$ cat src/u8u16_pkg.sv
// Package: word types for the UTF-8 to UTF-16 decoder.
`default_nettype none

package u8u16_pkg;

  localparam int unsigned UnitW  = 16;
  localparam int unsigned ByteW  = 8;
  localparam int unsigned PendW  = 2;

  localparam logic [UnitW-1:0] MaxUnitsRst = 16'hffff;

  // Byte masks for lead and continuation bytes
  localparam logic [ByteW-1:0] Lead2Mask = 8'h1f;
  localparam logic [ByteW-1:0] Lead3Mask = 8'h0f;
  localparam logic [ByteW-1:0] ContMask  = 8'h3f;

  localparam logic CmdData = 1'b0;
  localparam logic CmdEnd  = 1'b1;

  typedef struct packed {
    logic             command;
    logic [ByteW-1:0] in_byte;
  } in_item_t;

  typedef struct packed {
    logic [UnitW-1:0] code_unit;
    logic             is_terminator;
    logic [UnitW-1:0] unit_count;
  } out_item_t;

endpackage

`default_nettype wire

$ cat src/u8u16_core.sv
// Decoder core: sequence state and per-word decode logic.
`default_nettype none

module u8u16_core (
  input  logic                  clk_i,
  input  logic                  rst_ni,
  input  logic                  step_i,
  input  u8u16_pkg::in_item_t   item_i,
  input  logic [15:0]           max_units_i,
  output logic                  res_valid_o,
  output u8u16_pkg::out_item_t  res_o
);
  import u8u16_pkg::*;

  logic [PendW-1:0] pend_q, pend_d;
  logic [UnitW-1:0] part_q, part_d;
  logic [UnitW-1:0] units_q, units_d;
  logic [UnitW-1:0] limit;
  logic [UnitW-1:0] merged;
  logic             full;

  // Capacity of 0 or 1 leaves room for the terminator only
  assign limit  = (max_units_i <= 16'd1) ? '0 : max_units_i - 16'd1;
  assign full   = (units_q >= limit);
  assign merged = {part_q[UnitW-7:0], item_i.in_byte[5:0] & ContMask[5:0]};

  always_comb begin
    pend_d      = pend_q;
    part_d      = part_q;
    units_d     = units_q;
    res_valid_o = 1'b0;
    res_o       = '0;
    if (item_i.command == CmdEnd) begin
      res_valid_o         = 1'b1;
      res_o.is_terminator = 1'b1;
      res_o.unit_count    = units_q;
      pend_d              = '0;
      part_d              = '0;
      units_d             = '0;
    end else if (!full) begin
      if (pend_q != '0) begin
        pend_d = pend_q - 2'd1;
        part_d = merged;
        if (pend_q == 2'd1) begin
          // Last continuation: emit the assembled unit
          part_d           = '0;
          units_d          = units_q + 16'd1;
          res_valid_o      = 1'b1;
          res_o.code_unit  = merged;
          res_o.unit_count = units_q + 16'd1;
        end
      end else if (!item_i.in_byte[7]) begin
        units_d          = units_q + 16'd1;
        res_valid_o      = 1'b1;
        res_o.code_unit  = {8'h00, item_i.in_byte};
        res_o.unit_count = units_q + 16'd1;
      end else if (item_i.in_byte[7:5] == 3'b110) begin
        part_d = {8'h00, item_i.in_byte & Lead2Mask};
        pend_d = 2'd1;
      end else if (item_i.in_byte[7:4] == 4'b1110) begin
        part_d = {8'h00, item_i.in_byte & Lead3Mask};
        pend_d = 2'd2;
      end
      // Stray continuation and long lead: drop the byte
    end
  end

  always_ff @(posedge clk_i or negedge rst_ni) begin
    if (!rst_ni) begin
      pend_q  <= '0;
      part_q  <= '0;
      units_q <= '0;
    end else if (step_i) begin
      pend_q  <= pend_d;
      part_q  <= part_d;
      units_q <= units_d;
    end
  end

endmodule

`default_nettype wire

$ cat src/utf8_to_utf16_decoder.sv
// Top level: UTF-8 to UTF-16 (BMP) stream decoder with input and result registers.
// A held word is decoded combinationally and its result is loaded into the result register on advance.
// Throughput: one word per cycle while the result channel is not stalled; the single-pass
// decode between the input register and the result register sets this figure.
// Words that give no result (stray or pending bytes, capacity reached) still advance the decoder.
// Reset: asynchronous active low; clears all valids and sequence state, max_units to 65535.
`default_nettype none

module utf8_to_utf16_decoder (
  input  logic                  clk_i,
  input  logic                  rst_ni,
  // Input channel
  input  logic                  in_valid_i,
  output logic                  in_stall_o,
  input  u8u16_pkg::in_item_t   in_item_i,
  // Result channel
  output logic                  out_valid_o,
  input  logic                  out_stall_i,
  output u8u16_pkg::out_item_t  out_item_o,
  // Configuration: max_units
  input  logic                  cfg_we_i,
  input  logic [15:0]           cfg_wdata_i
);
  import u8u16_pkg::*;

  logic             in_valid_q;
  in_item_t         in_item_q;
  logic             out_valid_q;
  out_item_t        out_item_q;
  logic [UnitW-1:0] max_units_q;

  logic             out_free;
  logic             advance;
  logic             res_valid;
  out_item_t        res;

  // The result register can take a new word when empty or being drained
  assign out_free = !out_valid_q || !out_stall_i;
  // Move the held word through the decoder when the result side has room
  assign advance  = in_valid_q && out_free;
  // Stall the input only while a word is held and cannot advance
  assign in_stall_o = in_valid_q && !advance;

  always_ff @(posedge clk_i or negedge rst_ni) begin
    if (!rst_ni) begin
      max_units_q <= MaxUnitsRst;
    end else if (cfg_we_i) begin
      max_units_q <= cfg_wdata_i;
    end
  end

  // Input register
  always_ff @(posedge clk_i or negedge rst_ni) begin
    if (!rst_ni) begin
      in_valid_q <= 1'b0;
    end else if (!in_stall_o) begin
      in_valid_q <= in_valid_i;
    end
  end

  always_ff @(posedge clk_i) begin
    if (!in_stall_o && in_valid_i) begin
      in_item_q <= in_item_i;
    end
  end

  u8u16_core u_core (
    .clk_i       (clk_i),
    .rst_ni      (rst_ni),
    .step_i      (advance),
    .item_i      (in_item_q),
    .max_units_i (max_units_q),
    .res_valid_o (res_valid),
    .res_o       (res)
  );

  // Result register: load on advance, hold while stalled
  always_ff @(posedge clk_i or negedge rst_ni) begin
    if (!rst_ni) begin
      out_valid_q <= 1'b0;
    end else if (out_free) begin
      out_valid_q <= advance && res_valid;
    end
  end

  always_ff @(posedge clk_i) begin
    if (out_free && advance && res_valid) begin
      out_item_q <= res;
    end
  end

  assign out_valid_o = out_valid_q;
  assign out_item_o  = out_item_q;

`ifndef SYNTHESIS
  // Input stall only arises from a blocked result register
  a_stall_cause: assert property (@(posedge clk_i) disable iff (!rst_ni)
    in_stall_o |-> (out_valid_o && out_stall_i))
    else $error("input stalled without a blocked result");

  // An accepted word is held in the input register next cycle
  a_accept_held: assert property (@(posedge clk_i) disable iff (!rst_ni)
    (in_valid_i && !in_stall_o) |=> in_valid_q)
    else $error("accepted word lost");
`endif

endmodule

`default_nettype wire
$ cat config.mk
export PLATFORM = sky130hd
export DESIGN_NAME = utf8_to_utf16_decoder
export DESIGN_NICKNAME = d
export VERILOG_FILES = /design/src/u8u16_pkg.sv /design/src/u8u16_core.sv /design/src/utf8_to_utf16_decoder.sv
export SDC_FILE = /design/constraint.sdc
export NUM_CORES = 1
export LEC_CHECK = 0
export BUFFER_PORTS_ARGS = -buffer_cell sky130_fd_sc_hd__buf_2
export CAP_MARGIN = 20
export CELL_PAD_IN_SITES_DETAIL_PLACEMENT = 0
export CELL_PAD_IN_SITES_GLOBAL_PLACEMENT = 1
export CORE_MARGIN = 2
export CORE_UTILIZATION = 41
export DETAILED_ROUTE_END_ITERATION = 10
export GPL_TIMING_DRIVEN = 0
export MAX_ROUTING_LAYER = met4
export PLACE_DENSITY_LB_ADDON = 0.05
export SYNTH_ARGS = -nofsm -noshare
export SYNTH_HDL_FRONTEND = slang
export SYNTH_SLANG_ARGS = --single-unit
$ cat constraint.sdc
create_clock -name clk_i -period 4.2 [get_ports clk_i]
set_clock_uncertainty 0.15 [all_clocks]
set_input_delay 0.21 -clock clk_i [delete_from_list [all_inputs] [get_ports clk_i]]
set_output_delay 0.21 -clock clk_i [all_outputs]
set_load 0.01 [all_outputs]
# After elaboration in Yosys (flattened, before gate mapping)
# Index checks and enable logic that the tools add are counted.
[word_totals] word_cells=72 input_bits=30 out_inout_bits=35 ff_bits=88
[classes] reduce_logical=17 magnitude_cmp=2 n_addsub=3 n_eq_ne=6 n_mux=33
[ops] operator="2-to-1 mux 16 bit" count=13
[ops] operator="2-to-1 mux 10 bit" count=7
[ops] operator="adder 16 x 1 -> 16 bit (second input constant)" count=1
[ops] operator="greater-or-equal comparator 16 bit" count=1
[ops] operator="less-or-equal comparator 16 x 1 -> 1 bit (second input constant)" count=1
[ops] operator="subtractor 16 x 1 -> 16 bit (second input constant)" count=1
[ops] operator="2-to-1 mux 2 bit" count=6
[ops] operator="AND reduction 4 bit" count=2
[ops] operator="2-to-1 mux 7 bit" count=1
[ops] operator="logical AND 1 bit" count=6
[ops] operator="2-to-1 mux 1 bit" count=6
[ops] operator="equality test 4 bit (second input constant)" count=1
[ops] operator="logical NOT 1 bit" count=4
[ops] operator="nonzero test 4 bit" count=1
[ops] operator="equality test 3 bit (second input constant)" count=1
[ops] operator="!= test 3 x 1 -> 1 bit (second input constant)" count=1
[ops] operator="!= test 3 bit (second input constant)" count=1
[ops] operator="nonzero test 3 bit" count=1
[ops] operator="equality test 2 x 1 -> 1 bit (second input constant)" count=1
[ops] operator="!= test 2 bit (second input constant)" count=1
[ops] operator="nonzero test 2 bit" count=1
[ops] operator="OR reduction 2 bit" count=1
[ops] operator="subtractor 2 x 1 -> 2 bit (second input constant)" count=1
[ops] operator="logical OR 1 bit" count=1

# Longest topological paths before layout
# Gate-level depths: netlist (run 1).
[depth] ltp_word=7 depth_mapped=16 depth_no_buf=13

# By module
# Synthesis (run 1) repeated with hierarchy kept, for this count alone.
[hier_totals] hier_cells=450 hier_area_um2=4818.4
[modules_own_cells] mod="u8u16_core" cells_per_inst=363 instances=1 area_each_um2=2793.9 seq_area_each_um2=700.7
[modules_own_cells] mod="utf8_to_utf16_decoder" cells_per_inst=87 instances=1 area_each_um2=2024.4 seq_area_each_um2=1731.7

# Least setup slack after synthesis (run 1)
# No wires, ideal clock.
[synth_timing] kind="flip-flop to flip-flop" startpoint="register max_units_q[11]" endpoint="register out_item_q, in the netlist out_item_o[0] (enable)" slack_ps=-234 t_arrival_ps=3896 setup_ps=388 n_path_buf=2 stages_incl_launch_ff=14 t_required_ps=3662 period_less_slack_ps=4434 path_cell_list="dfstp_2 -> or4_1 -> or3_1 -> nor2_1 -> nand3_1 -> clkbuf_1 -> nand2_1 -> ha_1 -> a211oi_1 -> nor2_1 -> or3_1 -> o31a_2 -> buf_2 -> inv_1"
[synth_between] elab_chain_len=6 word_cells_on_any_way=7 classes_between="add/sub (1); order compare (2); mux (3); reduce/logical (1)"
[synth_rtl] element="start: declaration" line_no="utf8_to_utf16_decoder.sv:30" source="logic [UnitW-1:0] max_units_q;"
[synth_rtl] element="start signal: assignment" line_no="utf8_to_utf16_decoder.sv:46" source="max_units_q <= MaxUnitsRst;"
[synth_rtl] element="start signal: assignment" line_no="utf8_to_utf16_decoder.sv:48" source="max_units_q <= cfg_wdata_i;"
[synth_rtl] element="subtractor 16 x 1 -> 16 bit or less-or-equal comparator 16 x 1 -> 1 bit (tied branches)" line_no="u8u16_core.sv:23" source="assign limit = (max_units_i <= 16'd1) ? '0 : max_units_i - 16'd1;"
[synth_rtl] element="2-to-1 mux 16 bit *" line_no="u8u16_core.sv:23"
[synth_rtl] element="greater-or-equal comparator 16 bit *" line_no="u8u16_core.sv:24" source="assign full = (units_q >= limit);"
[synth_rtl] element="2-to-1 mux 1 bit *" line_no="u8u16_core.sv:40" source="end else if (!full) begin"
[synth_rtl] element="2-to-1 mux 1 bit *" line_no="u8u16_core.sv:33" source="if (item_i.command == CmdEnd) begin"
[synth_rtl] element="logical AND 1 bit *" line_no="utf8_to_utf16_decoder.sv:87" source="if (out_free && advance && res_valid) begin"
[synth_rtl] element="end signal: assignment" line_no="utf8_to_utf16_decoder.sv:88" source="out_item_q <= res;"
[synth_rtl] element="end: declaration" line_no="utf8_to_utf16_decoder.sv:29" source="out_item_t out_item_q;"
# Mark *: on every way between the ends. The rest lies on a longest branch, timed or not.
# A chain may end at the register's enable or synchronous reset.

==> impl_metrics.csv, run 1 <==
group,metric,value,unit
setup_path,cp.required,4260,ps
yosys,synth_top_area_share,27.21,%
setup_path,critical_path_class,"flop to flop",
sta,rsz0062_at_grt,"yes",
sta,setup_slack,115.7,ps
yosys,ys_types,48,
power,pwr-share-clk,31.6,%
setup_path,cp_top_family,"simple AND/OR/NAND/NOR gates",
setup_path,path_depth,13,
power,power.share.combinational,23.3,%
setup_path,worstSetupEndpointType,"flop",
sta,drv_slew,0,
placed_design,gp_congestion,0.8116,
setup_path,cp.arrival,4140,ps
yosys,synth_edf_count,42,
global_routing,grt_usage,21.15,%
die,fp-row-count,38,
power,power_switching,725.0,uW
placed_design,pre_cts_ws,-908.2,ps
job,cap_violations,0,
clock_tree,htreeDepth,3,
outcome,outcome,"finished, final reports clean",
yosys,syn-num-nets,489,
clock_tree,clkLatencyLatePin,340,ps
clock_tree,cts_buffers,9,
die,start_util,42.39,%
yosys,netlist_instances,440,
global_routing,overflow,0,
yosys,synth_ff_type,"edfxtp_1",
placed_design,placed_area,5205,sq um
placed_design,port_buffers,63,
setup_path,path_cells,"or4_4, or3_4, nor2_4, nand3_2, xnor2_2, nand2_1, ha_1, nand4_1, nor2_1, or4_4, or3_4, or4_1, nand3_1",
global_routing,grt_pass1_vias,3598,
die,die_y,110.3,microns
hold_path,hold_class,"input pin to async pin",
route,postRouteAntennaNets,0,
sta,worst_pin_slew,951.4,ps
layout,stdcell_area,6058,sq um
die,pin_count,65,
sta,finalSetupViolCount,0,
clock_tree,cts_buffer_depth,2,
route,drt_pass1_iterations,4,
global_routing,grt_pass1_wl,18.57,mm
power,power,2488,uW
setup_path,cp_slowest_cell,"or4_4",
yosys,syn_area,4636,sq um
die,fp.coreArea,10940,sq um
die,die_width,110.3,microns
setup_path,reg2reg_depth,13,
yosys,seq_area_frac_synth,52.47,%
setup_path,start_kind,"flop",
setup_path,crit_end,"out_item_o[15]",
die,dieArea,12170,sq um
power,pwr-share-seq,45.1,%
power,p_leak,0.002511,uW
layout,area_growth,30.69,%
route,routed_wl,11.62,mm
yosys,postSynthAreaPerCell,10.54,sq um
layout,mostFrequentLayoutCells,"buf_2 (66), nand2_1 (54), edfxtp_1 (42)",
yosys,synthTopCellsByArea,"edfxtp_1 (27%), dfrtp_1 (16%), dfstp_2 (9.1%)",
power,peakVddDrop,0.2196,mV
power,p_per_area,410.7,nW/um^2
clock_tree,cts_tree,"yes",
setup_path,path_max_fanout,6,
placed_design,hpwl,7.766,mm
layout,fin_util,55.40,%
layout,final_common_cell,"buf_2",
sta,post-route-min-period,4084,ps
setup_path,crit_start,"max_units_q[9]",
layout,layout-drive-gt1-share,28.87,%
yosys,ys_ff_latch,88,
sta,max_freq,0.2448,GHz
global_routing,antenna_found_initial,1,
sta,period_share,97.24,%
yosys,yosysTopAreaCell,"edfxtp_1",
power,power.internal,1763,uW
route,detail_route.wl_per_cell,16.39,microns
route,viasPerCell,5.268,
clock_tree,cts.clk_slew.worst_paths,60,ps
global_routing,grt_max_degree,30,
route,num_vias,3735,
yosys,synth-async-reset-ratio,52.27,%
route,drc_errors,0,
yosys,yosys_warnings,0,
setup_path,critPathMaxStageDelay,590,ps
clock_tree,cts.sinks,88,
setup_path,crit_buf_inv,0,
power,switching_share,29.13,%
sta,report.final.hold_viol_count,0,
setup_path,timing.rr.start,"max_units_q[9]",
route,drtIter0Drc,181,
clock_tree,root_buffer,"clkbuf_16",
setup_path,rrSetupSlack,120,ps
layout,nets,612,
setup_path,r2r_end,"out_item_o[15]",
sta,maxSlewHeadroom,35.99,%
## worst min-delay path by stage
| stage | to | slack [ps] |
|---|---|---|
| floorplan | in_valid_q | -240 |
| global placement | in_item_q[8] | 240 |
| detailed placement | in_valid_q | 20 |
| CTS | in_valid_q | 200 |
| global route | in_valid_q | 230 |
| finish | in_valid_q | 200 |
## worst reg2reg max path, cell delays in order, from the launching register on
cell and delay, ps:
dfstp_2 390, or4_4 530, or3_4 360, nor2_4 150, nand3_2 110, xnor2_2 130, nand2_1 70, ha_1 280
nand4_1 150, nor2_1 80, or4_4 590, or3_4 390, or4_1 480, nand3_1 90
## layer usage
layer | vias up | GRT usage (%) | routed length, microns
met3 | 6 | 4.292 | 516
met4 | 0 | 7.143 | 87
met1 | 1767 | 28.61 | 5444
met5 | - | - | 0
met2 | 91 | 31.90 | 5569
li1 | 1871 | - | -
## power by group through the flow
stage | Sequential (uW) | Combinational (uW) | Clock, uW
final | 1120 | 579 | 787
after global placement | 1140 | 479 | 0
after detailed placement | 1140 | 487 | 0
after CTS | 1120 | 568 | 806
after global routing | 1140 | 644 | 841
after floorplan | 1150 | 285 | 0
## cells by family (layout without fill, tap and decap cells)
family,count (synthesis),after routing,synth area share (%)
multiplexers,14,14,3.401
XOR/XNOR,14,14,2.645
buffers and inverters,30,158,2.780
AND/OR/NAND/NOR,179,179,19.27
adder cells (fa/ha/maj),19,19,5.128
other,0,1,0
AO/OA/AOI/OAI,96,96,14.31
flip-flops,88,88,52.47
## state kept, by name (all words and copies together), names as in the netlist
signal	count
in_item_q	9
out_valid_o	1
max_units_q	16
in_valid_q	1
out_item_o	33
u_core.units_q	16
u_core.pend_q	2
u_core.part_q	10
## Yosys cell counts (8+ instances only)
library cell	number
a21o_1	8
a21oi_1	14
and2_1	17
clkbuf_1	11
dfrtp_1	30
dfstp_2	16
edfxtp_1	42
ha_1	19
inv_1	10
mux2_2	14
nand2_1	56
nand3_1	24
nor2_1	29
nor3_1	11
o21ai_0	30
o31ai_1	15
or3_1	8
xor2_1	9
## stage by stage
step / instances / hold WS, ps / setup TNS [ps]
final: 709 / 198.3 / 0
after global routing: 709 / 234.9 / -723.3
after CTS: 703 / 197.7 / 0
after detailed placement: 644 / 24.33 / -34830
after global placement: 643 / 236.4 / -31740
after floorplan: 440 / -235.6 / -2786
## layout make-up
| type | count | area [sq um] |
|---|---|---|
| Inverter | 11 | 45.04 |
| Clock buffer | 13 | 240.2 |
| Multi-Input combinational cell | 322 | 2195 |
| Timing Repair Buffer | 112 | 804.5 |
| Sequential cell | 88 | 2432 |
| Tap cell | 140 | 175.2 |
| Buffer | 18 | 111.4 |
| Timing Repair inverter | 1 | 7.507 |
| Clock inverter | 3 | 45.04 |
| Antenna cell | 1 | 2.502 |
| Fill cell | 989 | 4877 |
## repair_timing
| item | CTS | global route |
|---|---|---|
| buffers inserted | 14 | 6 |
| endpoints found under the setup margin | 77 | 88 |
| hold endpoints to repair | 44 | 0 |
| gates resized for setup | 15 | 13 |
| hold buffers | 28 | 0 |
| gates cloned | 2 | 0 |
| pin swaps | 11 | 9 |
(Power assumes the default switching activity.)
==> inputs of run 2 (changes only) <==
--- a/config.mk
+++ b/config.mk
@@ -17,4 +17,5 @@
 export PLACE_DENSITY_LB_ADDON = 0.05
 export SYNTH_ARGS = -nofsm -noshare
 export SYNTH_HDL_FRONTEND = slang
+export SYNTH_HIERARCHICAL = 1
 export SYNTH_SLANG_ARGS = --single-unit
==> run 2 against run 1 <==
The run now ends with setup timing left. Setup slack got worse by 330 ps. Clock-buffer cell count fell by 3. Clock power rose by 5.5%. Fmax fell by 7.4%. Combinational power rose by 3.8%. Cell area rose by 6.0%. Non-clock buffer count rose by 6. Critical endpoint is now out_item_o[16]. Largest cell class is now multi-input gates. Largest power group unchanged.
==> impl_metrics.csv, run 2 <==
group,metric,value,unit
outcome,outcome,"complete, but fails checks",
outcome,violations,"setup timing",
yosys,seq_area_frac_synth,50.48,%
setup_path,worstSetupEndpointType,"flop",
sta,max_freq,0.2266,GHz
route,detail_route.wl_per_cell,17.46,microns
clock_tree,cts.sinks,88,
route,num_vias,3869,
setup_path,reg2reg_depth,17,
yosys,synth-async-reset-ratio,52.27,%
global_routing,overflow,0,
global_routing,grt_usage,21.05,%
layout,final_cells,719,
layout,largest_register_ffs,33,
layout,num-fill-cells,1003,
sta,drv_slew,0,
yosys,yosys_warnings,6,
yosys,syn-num-nets,499,
setup_path,rrSetupSlack,-210,ps
placed_design,hpwl,8.208,mm
die,start_util,42.02,%
setup_path,critical_path_class,"flop to flop",
route,viasPerCell,5.381,
sta,setup_slack,-212.2,ps
setup_path,path_depth,17,
clock_tree,cts.clk_slew.worst_paths,60,ps
setup_path,cp_top_family,"simple AND/OR/NAND/NOR gates",
sta,post-route-min-period,4412,ps
die,die_y,112.4,microns
sta,report.final.hold_viol_count,0,
yosys,yosys-top-cells-count,"nand2_1 (60), edfxtp_1 (42), dfrtp_1 (30)",
global_routing,grt_pass1_vias,3785,
die,fp.coreArea,11470,sq um
clock_tree,root_buffer,"clkbuf_16",
power,p_leak,0.002858,uW
layout,final_common_cell,"buf_2",
setup_path,crit_buf_inv,4,
setup_path,critPathMaxStageDelay,530,ps
placed_design,pre_cts_ws,-1078,ps
route,drt_pass1_iterations,5,
yosys,synth_edf_count,42,
power,power.internal,1759,uW
yosys,syn_area,4818,sq um
route,drtIter0Drc,172,
sta,period_share,105.1,%
route,routed_wl,12.55,mm
hold_path,hold_depth,2,
power,pwr-share-clk,32.9,%
global_routing,grt_max_degree,47,
clock_tree,clkLatencyLatePin,340,ps
layout,layout-drive-gt1-share,31.08,%
global_routing,antenna_found_initial,0,
placed_design,gp_congestion,0.8426,
sta,worst_pin_slew,822.6,ps
setup_path,cp.required,4100,ps
yosys,synth_top_area_share,26.18,%
placed_design,port_buffers,63,
layout,nets,620,
layout,antenna_cells,0,
route,postRouteAntennaNets,0,
yosys,ys_types,54,
clock_tree,cts_buffer_depth,2,
power,power,2528,uW
setup_path,cp.arrival,4320,ps
hold_path,hold_class,"input pin to flop",
power,p_per_area,393.5,nW/um^2
placed_design,dp.cells,656,
setup_path,path_cells,"or4_4, or3_4, nor2_4, nor4b_4, a21oi_2, ha_1, nand4_1, nor3_2, or4b_1, or3_4, buf_8, buf_12, nand2_4, nand2_4, buf_6, a21oi_4, buf_6",
yosys,synthTopCellsByArea,"edfxtp_1 (26%), dfrtp_1 (16%), dfstp_2 (8.7%)",
power,switching_share,30.42,%
yosys,yosysMostFrequentCell,"nand2_1",
clock_tree,htreeDepth,3,
layout,area_growth,33.32,%
sta,finalSetupViolCount,36,
yosys,synth_ff_type,"edfxtp_1",
power,power.share.combinational,23.8,%
setup_path,cp_slowest_cell,"or4b_1",
job,cap_violations,0,
die,pin_count,65,
sta,maxSlewHeadroom,45.16,%
power,peakVddDrop,0.2217,mV
placed_design,placed_area,5405,sq um
yosys,postSynthAreaPerCell,10.71,sq um
global_routing,grt_pass1_wl,20.15,mm
clock_tree,cts_buffers,9,
setup_path,start_kind,"flop",
die,dieArea,12630,sq um
yosys,ys_ff_latch,88,
power,pwr-share-seq,43.4,%
yosys,netlist_instances,450,
layout,stdcell_area,6424,sq um
setup_path,path_max_fanout,8,
die,die_width,112.4,microns
power,power_switching,769.0,uW
layout,mostFrequentLayoutCells,"buf_2 (65), nand2_1 (53), edfxtp_1 (42)",
clock_tree,cts_tree,"yes",
yosys,yosysTopAreaCell,"edfxtp_1",
sta,rsz0062_at_grt,"yes",
route,drc_errors,0,
die,fp-row-count,39,
==> run 2: cell count changes after synthesis, moves of 8 or more <==
cell      change
and3_1       +15
nor2_1       -15
o31ai_1      -15
mux2i_1      +12
mux2_4       +10
o21ai_0      -10
clkbuf_1      +8
mux2_2        -8
==> run 2: worst paths after layout <==
kind                                        from               end
worst min register to register  u_core/part_q[7]  u_core/part_q[7]
worst min-delay path                    cfg_we_i   max_units_q[15]
worst max-delay path              max_units_q[9]    out_item_o[16]
worst max register to register    max_units_q[9]    out_item_o[16]
min in group asynchronous                 rst_ni        in_valid_q
max in group asynchronous                 rst_ni   max_units_q[12]
==> run 2: timing repair <==
item / 4_1_cts / 5_1_grt
cloned: 3 / 1
hold buffers: 27 / 0
resized for setup: 33 / 25
buffers inserted: 15 / 3
hold endpoints to repair: 56 / 0
pin swaps: 9 / 7
endpoints found under the setup margin: 88 / 89
==> run 2: metrics by stage <==
| stage | hold WS (ps) | util, % | setup TNS [ps] |
|---|---|---|---|
| after CTS | 3.704 | 55.17 | -9909 |
| after floorplan | -235.6 | - | -15820 |
| after global routing | 11.05 | 56.02 | -15870 |
| final | 9.740 | 56.02 | -6416 |
| after detailed placement | 238.1 | 47.14 | -39570 |
| after global placement | 237.6 | 47.14 | -36310 |
==> run 2: routing by layer <==
metal | routed length (microns) | vias up | global-route usage [%]
met2 | 5903 | 108 | 32.37
li1 | - | 1919 | -
met5 | 0 | - | -
met1 | 5893 | 1829 | 29.43
met3 | 637 | 13 | 3.186
met4 | 118 | 0 | 5.528
==> run 2: worst register-to-register path: cells and delay by family, from the launching register on <==
family / cells / cell delay (ps)
AO/OA/AOI/OAI: 2 / 190
adder cells (fa/ha/maj): 1 / 320
buffers and inverters: 4 / 560
flip-flops: 1 / 370
AND/OR/NAND/NOR: 10 / 2540
==> run 2: logic make-up (layout without fill, tap and decap cells) <==
| group | count (synthesis) | count (layout) | share of synthesized area (%) |
|---|---|---|---|
| adder cells (fa/ha/maj) | 19 | 19 | 4.934 |
| buffers and inverters | 38 | 163 | 4.103 |
| XOR/XNOR | 10 | 10 | 1.818 |
| AO/OA/AOI/OAI | 83 | 84 | 11.56 |
| flip-flops | 88 | 88 | 50.48 |
| multiplexers | 28 | 28 | 7.011 |
| AND/OR/NAND/NOR | 184 | 184 | 20.10 |
==> run 2: layout make-up <==
type	instances	area, sq um	area share (%)
Buffer	26	188.9	2.941
Clock buffer	10	229.0	3.564
Clock inverter	6	75.07	1.169
Inverter	11	41.29	0.6428
Multi-Input combinational cell	325	2461	38.31
Sequential cell	88	2432	37.87
Tap cell	143	178.9	2.785
Timing Repair Buffer	110	817.0	12.72
==> run 2: power by group through the flow <==
| stage | combinational [uW] | sequential (uW) | clock (uW) |
|---|---|---|---|
| floorplan | 296 | 1110 | 0 |
| global placement | 458 | 1110 | 0 |
| detailed placement | 465 | 1110 | 0 |
| CTS | 583 | 1090 | 850 |
| global route | 658 | 1110 | 889 |
| finish | 601 | 1100 | 830 |
==> inputs of run 3 (changes only) <==
--- a/config.mk
+++ b/config.mk
@@ -9,7 +9,6 @@
 export CAP_MARGIN = 20
 export CELL_PAD_IN_SITES_DETAIL_PLACEMENT = 0
 export CELL_PAD_IN_SITES_GLOBAL_PLACEMENT = 1
-export CORE_MARGIN = 2
 export CORE_UTILIZATION = 41
 export DETAILED_ROUTE_END_ITERATION = 10
 export GPL_TIMING_DRIVEN = 0
==> run 3 against run 2 <==
The run still ends with setup timing left. Cell area grew 2.8%. Critical path depth stayed put. Clock power fell by 10%. Fmax is 1.5% higher. Non-clock buffer count increased by 6. Register-to-register slack improved by 70 ps. Via count is 3.4% higher. Largest cell class unchanged.
==> impl_metrics.csv, run 3 (same netlist as run 2, synthesis figures left out) <==
group,metric,value,unit
sta,drv_slew,0,
placed_design,hpwl,7.927,mm
clock_tree,cts.sinks,88,
placed_design,port_buffers,63,
die,fp-row-count,39,
sta,worst_pin_slew,1076,ps
die,die_width,110.4,microns
sta,setup_tns,-4549,ps
sta,max_freq,0.2301,GHz
clock_tree,cts_buffers,9,
global_routing,grt_max_degree,47,
sta,maxSlewHeadroom,28.28,%
setup_path,crit_buf_inv,4,
placed_design,gp_congestion,0.7995,
setup_path,cp_top_family,"simple AND/OR/NAND/NOR gates",
route,viasPerCell,5.517,
setup_path,cp.arrival,4240,ps
die,start_util,42.20,%
sta,holdWs,15.64,ps
layout,antenna_cells,0,
route,drc_errors,0,
outcome,outcome,"complete, but fails checks",
die,die_y,110.4,microns
route,num_vias,4000,
clock_tree,cts.clk_slew.worst_paths,60,ps
die,fp.coreArea,11420,sq um
layout,largest_register_ffs,33,
hold_path,hold_class,"input pin to flop",
setup_path,critical_path_class,"flop to flop",
layout,layout-drive-gt1-share,33.51,%
layout,fin_util,57.81,%
layout,nets,626,
global_routing,antenna_found_initial,0,
placed_design,pre_cts_ws,-1182,ps
sta,post-route-min-period,4346,ps
die,pin_count,65,
layout,area_growth,37.00,%
outcome,violations,"setup timing",
clock_tree,clkLatencyLatePin,340,ps
job,cap_violations,0,
setup_path,crit_start,"max_units_q[9]",
layout,mostFrequentLayoutCells,"buf_2 (65), nand2_1 (54), edfxtp_1 (42)",
power,peakVddDrop,0.2407,mV
clock_tree,htreeDepth,3,
setup_path,path_cells,"or4_4, or3_4, nor2_4, nor4b_4, a21oi_2, ha_1, nand4_1, nor3_2, or4b_1, or3_1, buf_6, buf_12, nand2_8, nand2_4, buf_6, a21oi_4, buf_12",
die,dieArea,12190,sq um
setup_path,path_max_fanout,11,
setup_path,start_kind,"flop",
clock_tree,cts_buffer_depth,2,
sta,finalSetupViolCount,50,
global_routing,grt_pass1_wl,19.82,mm
clock_tree,root_buffer,"clkbuf_16",
setup_path,worstSetupEndpointType,"flop",
setup_path,timing.rr.start,"max_units_q[9]",
sta,report.final.hold_viol_count,0,
layout,final_common_cell,"buf_2",
global_routing,grt_usage,21.19,%
setup_path,critPathMaxStageDelay,530,ps
global_routing,overflow,0,
clock_tree,cts_tree,"yes",
hold_path,hp-start,"cfg_we_i",
power,p_leak,0.002917,uW
setup_path,cp_slowest_cell,"or4_4",
setup_path,cp.required,4100,ps
sta,setup_slack,-146.4,ps
route,routed_wl,12.58,mm
sta,period_share,103.5,%
route,drt_pass1_iterations,5,
route,drtIter0Drc,196,
route,detail_route.wl_per_cell,17.35,microns
power,p_per_area,381.7,nW/um^2
global_routing,grt_pass1_vias,3836,
sta,rsz0062_at_grt,"yes",
route,postRouteAntennaNets,0,
==> run 3: cell types whose count changed in the layout (fill, tap and decap cells not counted), sizes merged <==
cell / before / now
buf: 90 / 97
clkinv: 2 / 4
bufinv: 1 / 0
clkbuf: 29 / 28
inv: 13 / 12
==> run 3: final timing paths <==
kind,depth (start not counted),slack [ps],endpoint
worst max-delay path,17,-150,out_item_o[11]
worst min-delay path,2,20,max_units_q[1]
worst max register to register,17,-150,out_item_o[11]
worst min register to register,2,380,u_core/part_q[8]
max in group asynchronous,3,3170,max_units_q[12]
min in group asynchronous,2,180,in_valid_q
==> run 3: routing by layer <==
layer	track usage, %	vias up	share of wire (%)
li1	-	1927	-
met1	29.24	1921	47
met2	32.63	137	47
met3	2.634	15	4.9
met4	6.578	0	1.8
met5	-	-	0
==> run 3: where the power goes <==
| part | switching [uW] | internal (uW) | leakage, uW |
|---|---|---|---|
| clock | 342 | 404 | 0.000131 |
| sequential | 82.7 | 1020 | 0.000986 |
| combinational | 359 | 317 | 0.00180 |
| total | 784 | 1740 | 0.00292 |
==> run 3: metrics by stage <==
step | power, uW | std cells | cell area, sq um
after floorplan | 1403 | 450 | 4911
after global placement | 1570 | 656 | 5405
after detailed placement | 1578 | 656 | 5405
after CTS | 2433 | 715 | 6280
after global routing | 2649 | 725 | 6601
final | 2520 | 725 | 6601
==> run 3: area by class of cell <==
cell class / instances / area [sq um]
plain buffers: 26 / 180.2
clock buffers: 10 / 229.0
clock inverters: 6 / 42.54
fillers: 994 / 4817
inverters: 11 / 41.29
multi-input cells: 325 / 2574
flip-flops and latches: 88 / 2432
well taps: 143 / 178.9
repair buffers: 116 / 923.4
==> run 3: timing repair <==
item,in CTS,in global routing
gates cloned,3,1
endpoints found under the setup margin,91,90
hold endpoints to repair,56,0
hold buffers,27,0
setup buffers,14,9
resized for setup,32,60
pin swaps,10,26
